### config.mk
export PLATFORM = sky130hd
export DESIGN_NAME = top_n_peak_heap
export DESIGN_NICKNAME = d
export VERILOG_FILES = /design/src/rtl/core/tnph_pkg.sv /design/src/rtl/core/top_n_peak_heap.sv
export SDC_FILE = /design/constraint.sdc
export NUM_CORES = 2
export LEC_CHECK = 0
export ABC_AREA = 1
export BUFFER_PORTS_ARGS = -buffer_cell sky130_fd_sc_hd__buf_2
export CAP_MARGIN = 40
export CORE_MARGIN = 10
export CORE_UTILIZATION = 51
export CTS_BUF_LIST = sky130_fd_sc_hd__clkbuf_16
export DETAILED_ROUTE_END_ITERATION = 6
export GPL_ROUTABILITY_DRIVEN = 1
export PLACE_DENSITY = 0.67
export SYNTH_ARGS = -nofsm -noshare
export SYNTH_HDL_FRONTEND = slang
export SYNTH_SLANG_ARGS = --single-unit
### constraint.sdc
create_clock -name i_clk -period 12 [get_ports i_clk]
set_input_delay 1.8 -clock i_clk [delete_from_list [all_inputs] [get_ports i_clk]]
set_output_delay 1.8 -clock i_clk [all_outputs]
set_load 0.005 [all_outputs]
### src/rtl/core/tnph_pkg.sv
// ----------------------------------------------------------------------------
// tnph_pkg
// Shared types and constants for the top-N peak heap: payload structs,
// opcodes and configuration register indexes.
// ----------------------------------------------------------------------------
package tnph_pkg;

    localparam int CAPACITY_DEF = 32;

    localparam int CFG_IDX_W  = 1;
    localparam int CFG_DATA_W = 6;

    localparam logic [CFG_IDX_W-1:0] REG_MAX_COUNT  = 1'b0;
    localparam logic [CFG_IDX_W-1:0] REG_KEEP_FIRST = 1'b1;

    localparam logic [5:0] MAX_COUNT_RST = 6'd32;

    localparam logic OP_OFFER = 1'b0;
    localparam logic OP_DRAIN = 1'b1;

    typedef struct packed {
        logic signed [31:0] pos;
        logic signed [31:0] amp;
    } t_peak;

    typedef struct packed {
        logic               opcode;
        logic signed [31:0] peak_position;
        logic signed [31:0] peak_amplitude;
    } t_in_item;

    typedef struct packed {
        logic signed [31:0] out_position;
        logic signed [31:0] out_amplitude;
        logic               is_last;
        logic               is_empty;
    } t_out_item;

endpackage

### src/rtl/core/top_n_peak_heap.sv
// ----------------------------------------------------------------------------
// top_n_peak_heap
// Keeps the largest-amplitude peaks in a binary min-heap held in a
// single-port-write, registered-read memory; drains them in ascending order.
// ----------------------------------------------------------------------------
//  channel | direction | handshake               | payload
//  --------+-----------+-------------------------+---------------------------
//  in      | input     | i_in_valid / o_in_stall | i_in  (opcode, position,
//          |           |                         |        amplitude)
//  out     | output    | o_out_valid/i_out_stall | o_out (position, amplitude,
//          |           |                         |        is_last, is_empty)
//  cfg     | input     | i_cfg_valid/o_cfg_ready | i_cfg_index, i_cfg_data
//
//  One request at a time; o_in_stall is high from acceptance until it is done.
//  Insert: written directly into an empty heap, else each parent is read and
//  then compared/moved, plus a put step when the peak climbs to the root.
//  Root replace: read the root, compare, then per level descended read left,
//  read right and compare/move, then place it; a drain pop reads the root,
//  outputs it and runs the same descent. The single read port sets this order.
//  i_rst_n clears control state only; the heap memory is never cleared.
//  A stalled result holds.
// ----------------------------------------------------------------------------
module top_n_peak_heap #(
    parameter int CAPACITY = tnph_pkg::CAPACITY_DEF
) (
    input  logic                                i_clk,
    input  logic                                i_rst_n,
    input  logic                                i_in_valid,
    output logic                                o_in_stall,
    input  tnph_pkg::t_in_item                  i_in,
    output logic                                o_out_valid,
    input  logic                                i_out_stall,
    output tnph_pkg::t_out_item                 o_out,
    input  logic                                i_cfg_valid,
    output logic                                o_cfg_ready,
    input  logic [tnph_pkg::CFG_IDX_W-1:0]      i_cfg_index,
    input  logic [tnph_pkg::CFG_DATA_W-1:0]     i_cfg_data
);
    import tnph_pkg::*;

    localparam int IW = (CAPACITY > 1) ? $clog2(CAPACITY) : 1;
    localparam int CW = $clog2(CAPACITY + 1);
    localparam int KW = IW + 2;
    localparam int LW = (CW > 6) ? CW : 6;

    typedef enum logic [11:0] {
        S_IDLE     = 12'b0000_0000_0001,
        S_UP_RD    = 12'b0000_0000_0010,
        S_UP_CMP   = 12'b0000_0000_0100,
        S_PUT      = 12'b0000_0000_1000,
        S_ROOT_RD  = 12'b0000_0001_0000,
        S_ROOT_CMP = 12'b0000_0010_0000,
        S_DN_L     = 12'b0000_0100_0000,
        S_DN_R     = 12'b0000_1000_0000,
        S_DN_CMP   = 12'b0001_0000_0000,
        S_POP_RD   = 12'b0010_0000_0000,
        S_POP_OUT  = 12'b0100_0000_0000,
        S_EMPTY    = 12'b1000_0000_0000
    } t_state;

    t_state          r_state, n_state;
    logic [CW-1:0]   r_held, n_held;
    logic [CW-1:0]   r_bound, n_bound;
    logic [IW-1:0]   r_hole, n_hole;
    t_peak           r_x, n_x;
    t_peak           r_child, n_child;
    logic            r_drain, n_drain;
    logic            r_out_valid;
    t_out_item       r_out, n_out;
    logic            out_load;
    logic [5:0]      r_max_count;
    logic            r_keep_first;

    t_peak           mem [CAPACITY];
    t_peak           r_rd_data;
    logic            rd_en, wr_en;
    logic [IW-1:0]   rd_addr, wr_addr;
    t_peak           wr_data;

    logic [LW-1:0]   limit, mc_ext, cap_ext;
    logic            full, out_free;
    logic [IW-1:0]   parent;
    logic [KW-1:0]   left, right, bound_ext;
    logic            has_left, has_right, take_right;
    t_peak           pick;
    logic [IW-1:0]   pick_idx;
    logic [CW-1:0]   held_dec;

    logic            r_load_x;
    t_peak           x_cur;

    // limit = max_count clamped to 1..CAPACITY
    always_comb begin
        mc_ext  = LW'(r_max_count);
        cap_ext = LW'(CAPACITY);
        if (mc_ext == '0) begin
            limit = LW'(1);
        end else if (mc_ext > cap_ext) begin
            limit = cap_ext;
        end else begin
            limit = mc_ext;
        end
        full = LW'(r_held) >= limit;
    end

    assign out_free  = !r_out_valid || !i_out_stall;
    assign parent    = (r_hole - IW'(1)) >> 1;
    assign left      = {1'b0, r_hole, 1'b1};
    assign right     = left + KW'(1);
    assign bound_ext = KW'(r_bound);
    assign has_left  = left < bound_ext;
    assign has_right = right < bound_ext;
    assign held_dec  = r_held - CW'(1);

    // left wins ties
    assign take_right = has_right && ($signed(r_rd_data.amp) < $signed(r_child.amp));
    assign pick       = take_right ? r_rd_data : r_child;
    assign pick_idx   = take_right ? right[IW-1:0] : left[IW-1:0];

    // S_POP_OUT reads the last leaf; it arrives in r_rd_data on the S_DN_L
    // entry and is taken from there, then held in r_x for the descent.
    assign x_cur = r_load_x ? r_rd_data : r_x;

    always_comb begin
        n_state  = r_state;
        n_held   = r_held;
        n_bound  = r_bound;
        n_hole   = r_hole;
        n_x      = r_x;
        n_child  = r_child;
        n_drain  = r_drain;
        n_out    = r_out;
        out_load = 1'b0;
        rd_en    = 1'b0;
        rd_addr  = '0;
        wr_en    = 1'b0;
        wr_addr  = r_hole;
        wr_data  = r_x;
        unique case (r_state)
            S_IDLE: begin
                if (i_in_valid) begin
                    if (i_in.opcode == OP_OFFER) begin
                        n_drain = 1'b0;
                        n_x.pos = i_in.peak_position;
                        n_x.amp = i_in.peak_amplitude;
                        if (!full) begin
                            n_hole  = r_held[IW-1:0];
                            n_held  = r_held + CW'(1);
                            n_state = (r_held == '0) ? S_PUT : S_UP_RD;
                        end else if (!r_keep_first) begin
                            n_state = S_ROOT_RD;
                        end
                    end else begin
                        n_drain = 1'b1;
                        n_state = (r_held == '0) ? S_EMPTY : S_POP_RD;
                    end
                end
            end
            S_UP_RD: begin
                rd_en   = 1'b1;
                rd_addr = parent;
                n_state = S_UP_CMP;
            end
            S_UP_CMP: begin
                wr_en = 1'b1;
                if ($signed(r_rd_data.amp) > $signed(r_x.amp)) begin
                    wr_data = r_rd_data;
                    n_hole  = parent;
                    n_state = (parent == '0) ? S_PUT : S_UP_RD;
                end else begin
                    n_state = S_IDLE;
                end
            end
            S_PUT: begin
                wr_en   = 1'b1;
                n_state = S_IDLE;
            end
            S_ROOT_RD: begin
                rd_en   = 1'b1;
                n_state = S_ROOT_CMP;
            end
            S_ROOT_CMP: begin
                if ($signed(r_x.amp) > $signed(r_rd_data.amp)) begin
                    n_hole  = '0;
                    n_bound = r_held;
                    n_state = S_DN_L;
                end else begin
                    n_state = S_IDLE;
                end
            end
            S_DN_L: begin
                n_x = x_cur;
                if (has_left) begin
                    rd_en   = 1'b1;
                    rd_addr = left[IW-1:0];
                    n_state = S_DN_R;
                end else begin
                    wr_en   = 1'b1;
                    wr_data = x_cur;
                    n_state = r_drain ? S_POP_RD : S_IDLE;
                end
            end
            S_DN_R: begin
                n_child = r_rd_data;
                if (has_right) begin
                    rd_en   = 1'b1;
                    rd_addr = right[IW-1:0];
                end
                n_state = S_DN_CMP;
            end
            S_DN_CMP: begin
                wr_en = 1'b1;
                if ($signed(r_x.amp) > $signed(pick.amp)) begin
                    wr_data = pick;
                    n_hole  = pick_idx;
                    n_state = S_DN_L;
                end else begin
                    n_state = r_drain ? S_POP_RD : S_IDLE;
                end
            end
            S_POP_RD: begin
                rd_en   = 1'b1;
                n_state = S_POP_OUT;
            end
            S_POP_OUT: begin
                if (out_free) begin
                    out_load            = 1'b1;
                    n_out.out_position  = r_rd_data.pos;
                    n_out.out_amplitude = r_rd_data.amp;
                    n_out.is_last       = (held_dec == '0);
                    n_out.is_empty      = 1'b0;
                    n_held              = held_dec;
                    if (held_dec == '0) begin
                        n_drain = 1'b0;
                        n_state = S_IDLE;
                    end else begin
                        // last leaf moves to the root and sifts down
                        rd_en   = 1'b1;
                        rd_addr = held_dec[IW-1:0];
                        n_hole  = '0;
                        n_bound = held_dec;
                        n_state = S_DN_L;
                    end
                end
            end
            S_EMPTY: begin
                if (out_free) begin
                    out_load            = 1'b1;
                    n_out.out_position  = '0;
                    n_out.out_amplitude = '0;
                    n_out.is_last       = 1'b1;
                    n_out.is_empty      = 1'b1;
                    n_drain             = 1'b0;
                    n_state             = S_IDLE;
                end
            end
            default: begin
                n_state = S_IDLE;
            end
        endcase
    end

    always_ff @(posedge i_clk) begin
        if (!i_rst_n) begin
            r_state      <= S_IDLE;
            r_held       <= '0;
            r_drain      <= 1'b0;
            r_out_valid  <= 1'b0;
            r_max_count  <= MAX_COUNT_RST;
            r_keep_first <= 1'b0;
            r_load_x     <= 1'b0;
        end else begin
            r_state  <= n_state;
            r_held   <= n_held;
            r_drain  <= n_drain;
            r_load_x <= (r_state == S_POP_OUT) && rd_en;
            if (out_load) begin
                r_out_valid <= 1'b1;
            end else if (!i_out_stall) begin
                r_out_valid <= 1'b0;
            end
            if (i_cfg_valid) begin
                unique case (i_cfg_index)
                    REG_MAX_COUNT:  r_max_count  <= i_cfg_data;
                    REG_KEEP_FIRST: r_keep_first <= i_cfg_data[0];
                    default:        r_max_count  <= r_max_count;
                endcase
            end
        end
    end

    always_ff @(posedge i_clk) begin
        r_bound <= n_bound;
        r_hole  <= n_hole;
        r_child <= n_child;
        r_x     <= n_x;
        r_out   <= n_out;
    end

    always_ff @(posedge i_clk) begin
        if (wr_en) begin
            mem[wr_addr] <= wr_data;
        end
        if (rd_en) begin
            r_rd_data <= mem[rd_addr];
        end
    end

    assign o_in_stall  = (r_state != S_IDLE);
    assign o_out_valid = r_out_valid;
    assign o_out       = r_out;
    assign o_cfg_ready = 1'b1;

endmodule
After elaboration in Yosys (flattened, before gate mapping)
Memory sizes are Yosys's and may differ from the RTL's. A register that Yosys moved wholly into a read port is not among the register bits.
Cells that the tools add are included.
{"block": "totals", "regBits": 233, "mem_bits_rw": 2048, "in_bits": 77, "out_inout_bits": 69, "elab_cells": 156, "n_memories": 1}
{"name": "mem", "depth": 32, "word_bits": 64, "rd": 1, "rd_ports_with_merged_regs": 1, "wr": 1, "line_no": "top_n_peak_heap.sv:74", "text": "t_peak mem [CAPACITY];"}
{"block": "op_classes", "addsub": 4, "magnitude_cmp": 8, "eq_ne": 25, "mux": 73, "bitwise": 1, "n_reduce_logical": 27}
{"cell": "64-bit two-way mux", "n": 7}
{"cell": "64-bit one-hot mux with 3 select lines", "n": 1}
{"cell": "66-bit two-way mux", "n": 2}
{"cell": "12-bit one-hot mux with 11 select lines", "n": 1}
{"cell": "66-bit one-hot mux with 2 select lines", "n": 1}
{"cell": "64-bit one-hot mux with 2 select lines", "n": 1}
{"cell": "32-bit > comparator", "n": 3}
{"cell": "12-bit two-way mux", "n": 7}
{"cell": "5-bit two-way mux", "n": 13}
{"cell": "6-bit two-way mux", "n": 9}
{"cell": "32-bit less-than comparator", "n": 1}
{"cell": "10-bit two-way mux", "n": 3}
{"cell": "5-bit one-hot mux with 5 select lines", "n": 1}
{"cell": "6-bit one-hot mux with 2 select lines", "n": 2}
{"cell": "2-bit != test, second input constant", "n": 10}
{"cell": "5-bit one-hot mux with 4 select lines", "n": 1}
{"cell": "6-bit logical NOT", "n": 3}
{"cell": "1-bit two-way mux", "n": 16}
{"cell": "7-bit two-way mux", "n": 2}
{"cell": "12-bit by 1-bit equality test with 1-bit output, second input constant", "n": 1}
{"cell": "12-bit by 10-bit equality test with 1-bit output, second input constant", "n": 1}
{"cell": "12-bit by 11-bit equality test with 1-bit output, second input constant", "n": 1}
{"cell": "12-bit equality test, second input constant", "n": 1}
{"cell": "12-bit by 2-bit equality test with 1-bit output, second input constant", "n": 1}
{"cell": "37 further kinds", "n": 49}

Logic depth before layout (Yosys ltp)
{"block": "logic_depth", "word_depth": 8, "depth_mapped": 39, "ltp_nobuf": 36}

Worst setup path after synthesis
Ideal clock, no wire load.
{"block": "synth_timing", "kind": "input port to flip-flop", "startpoint": "input i_out_stall", "endpoint": "register r_out, in the netlist o_out[0] (enable)", "setup_ns": 0.491, "arrival_ns": 4.870, "t_required_ns": 11.509, "setup_slack_ns": 6.639, "stages": 3, "n_path_buf": 0, "cell_sequence": "nand2_1 > inv_1 > nor2_1"}
{"block": "synth_via", "elab_chain_len": 4, "word_cells_on_any_way": 5, "classes_between": "eq/ne (2); reduce/logical (3)"}
{"element": "start: declaration", "line_no": "top_n_peak_heap.sv:32", "text": "input logic i_out_stall,"}
{"element": "1-bit logical NOT *"}
{"element": "1-bit logical OR *", "line_no": "top_n_peak_heap.sv:106", "text": "assign out_free = !r_out_valid || !i_out_stall;"}
{"element": "2-bit != test (no line)"}
{"element": "3-bit AND reduction (no line) *"}
{"element": "end signal: assignment", "line_no": "top_n_peak_heap.sv:297", "text": "r_out <= n_out;"}
{"element": "end: declaration", "line_no": "top_n_peak_heap.sv:69", "text": "t_out_item r_out, n_out;"}
Mark *: on every way between the ends. The rest lies on a longest branch, timed or not.
A chain may end at the register's enable or synchronous reset.

==> results.md <==
- RSZ-0062 raised after global routing: false
- Worst path slowest cell: inv_1
- Failing checks: DRC
- CTS tree: yes
- Worst min path class: reg -> reg
- Comb power frac: 0.201
- Clock skew: 0.0405 ns
- Share of cells above drive strength 1: 0.0847
- Crit path DAT: 8.79 ns
- Rel. slew slack: 0.241
- Fin. Hold Viols: 0
- Avg WL per Cell: 28.4 µm
- Residual DRC count: 5
- RR Endpoint: mem[9][41]
- Critical path capture point type: register
- Dpl cells: 11,913
- Count of hold-fix buffers inserted at cts: 0
- CTS max path bufs: 3
- Total CTS buffers: 228
- Sum Neg Setup Slack: 0 ns
- #FFs+latches synth: 2,345
- Pre-antenna DRT Iters: 7
- # nets final: 9,685
- Post-DP HPWL: 189,000 µm
- Antenna-violating nets left: 0
- Power per Cell Area: 194 nW/µm²
- Vias in the first global route: 71,875
- Worst Path Required: 12.71 ns
- Sequential power share: 0.481
- Async S/R FF share, synth: 0
- Dominant cells by area after synthesis: edfxtp_1 68%, nand3_1 13%, nand2_1 9.5%
- Setup WS pre-CTS: 4.17 ns
- Sw Share: 0.305
- Worst-Margin Slew: 1.14 ns
- Postcts setup bufs: 0
- Yosys top cell area share: 0.676
- Synth unique cells: 47
- Worst Hold Launch: r_rd_data[49]
- Initial Util: 0.514
- Clk_lat worst skew: 0.89 ns
- # resized after CTS: 0
- Finished Layout Cells: 12,331
- Reg-to-reg slack, setup: 3.92 ns
- Post-synth EDFFs: 2,317
- Max Fanout on Critical Path: 31
- Worst Slack Setup Final: 3.92 ns
- Most common flop cell mapped by yosys: edfxtp_1
- CP dominant cell by count: nand2_1
- WL final: 351,000 µm
- Largest net degree at the start of global routing: 198
- Vias post-DR: 78,375
- Hold path depth: 0
- Max-Cap Viols: 0
- Synthesized area: 103,000 µm²
- Gate count of the mapped netlist: 9,513
- Clock tree root buffer cell: clkbuf_16
- Top-count cell post-synth: nand3_1
- Yosys warning count: 0
- Drt initial violations: 13,572
- Min Tclk post-route: 8.08 ns
- Global-route wire length before repair: 502,000 µm
- Chip width: 469 µm
- Worst hold margin: 0.476 ns
- RR Startpoint: r_hole[0]
- Die H: 469 µm
- Max-slew violations: 0
- Post-synth net total: 9,711
- Row count: 164
- Peak Freq: 0.124 GHz
- GP Congestion: 0.964
- Avg Vias per Cell: 6.36
- Design Area, Final: 115,000 µm²
- Sw power: 6.78 mW
- Worst-path clk slew: 0.06 ns
- Cell taking the most area after synthesis: edfxtp_1
- Path type of the worst setup path: reg -> reg
- Area grow syn2layout: 11.6%
- CTS H-Tree Depth: 4
- LEAKAGE: 42.6 nW
- Worst Hold End: r_child[49]
- Total GRT Usage: 0.305
- Cell internal pwr: 15.5 mW
- Port Buffers: 144
- Die area: 220,000 µm²
- Worst R2R Path Depth: 30
- Register area share after synthesis: 0.681
- Final period utilization: 0.673
- Status: finished, violations left
- Core Region: 200,000 µm²
- Final Util: 0.574
- Slowest stage delay, CP: 0.64 ns
- Post-synth top cells: 2,742 x nand3_1, 2,605 x nand2_1, 2,317 x edfxtp_1
- Initial antenna violation count: 20
- Synth Area per Inst: 10.8 µm²
- GRT Residual Overflow: 0
- IO Pins: 146
- Dpl cell area: 108,000 µm²
- Startpoint types: register
- Endpoints failing setup: 0
- # clock sinks: 2,345
- Total Power: 22.2 mW
- Clk pwr share: 0.319
- Worst VDD drop: 0.000169 V
[worst max-delay path by stage]
stage,startpoint,end,cells past startpoint
after floorplan,i_out_stall,o_out[0],3
after global placement,r_rd_data[13],mem[10][41],29
after detailed placement,r_hole[0],mem[2][29],31
after CTS,r_hole[0],mem[19][29],31
after global routing,r_hole[0],mem[17][41],30
final,r_hole[0],mem[9][41],30
[worst max-delay path: cells and delay by family (launching register included)]
family / cells / cell delay [ns]
fa+ha+maj: 3 / 0.93
flops: 1 / 0.51
compound gates: 3 / 0.42
buf+inv: 8 / 3.05
simple gates: 16 / 2.91
[final cells by class]
type	instances	area [µm²]
Inverter	317	1220
Antenna cell	3	7.51
Clock inverter	181	1450
Clock buffer	234	5860
Tap cell	2656	3320
Multi-Input combinational cell	6198	29100
Fill cell	16179	85300
Sequential cell	2345	70100
Timing Repair Buffer	397	3860
[logic make-up (layout without fill, tap and decap cells)]
family | count (synthesis) | after routing | share of synthesized area
buffers and inverters | 970 | 1129 | 0.0405
and+or+nand+nor | 5820 | 5820 | 0.249
adders and majority gates | 121 | 121 | 0.0147
other | 1 | 4 | 0.0000364
DFF | 2345 | 2345 | 0.681
xor gates and xnor gates | 6 | 6 | 0.000510
AOI/OAI and AO/OA | 250 | 250 | 0.0143
[registers in the layout, summed over array words and instances (netlist names), 5 cells and up]
register   count
r_rd_data     64
r_child       64
r_bound        6
mem         2048
r_held         6
mc_ext         6
r_hole         5
o_out         66
r_x           64
r_state       12
[per-layer routing]
layer  wire length, µm  track usage
met1            128000        0.417
met4             18000        0.143
met5               145            0
met2            151000        0.446
met3             53100       0.0950
[power groups by stage]
stage | Combinational [mW] | Clock [mW] | Sequential, mW
after floorplan | 2.48 | 0 | 10.8
after global placement | 3.90 | 0 | 10.9
after detailed placement | 4.28 | 0 | 10.8
after CTS | 4.30 | 7.11 | 10.7
after global routing | 4.79 | 7.43 | 10.7
final | 4.46 | 7.10 | 10.7
[cell usage in the layout (no fill, tap or decap), types with 4 or more instances in the layout]
master,instances
o211ai_1,29
nand2_1,2602
o21a_1,31
clkinvlp_4,9
clkinv_2,45
dfxtp_1,27
nor3_1,20
a31oi_1,6
buf_4,150
nand4_1,65
buf_16,30
clkbuf_16,234
buf_6,17
inv_1,340
xor2_1,5
clkinv_1,56
ha_1,121
o21ai_0,83
buf_2,146
nand3_4,4
nand3b_1,17
a21oi_1,83
buf_8,18
nor2_2,25
nand2_2,6
edfxtp_1,2317
o221ai_1,4
nor2_1,289
nor2_4,40
buf_12,36
inv_6,7
bufinv_16,22
nand3_1,2738
inv_2,13
No activity file was read; power rests on OpenSTA's default activity.
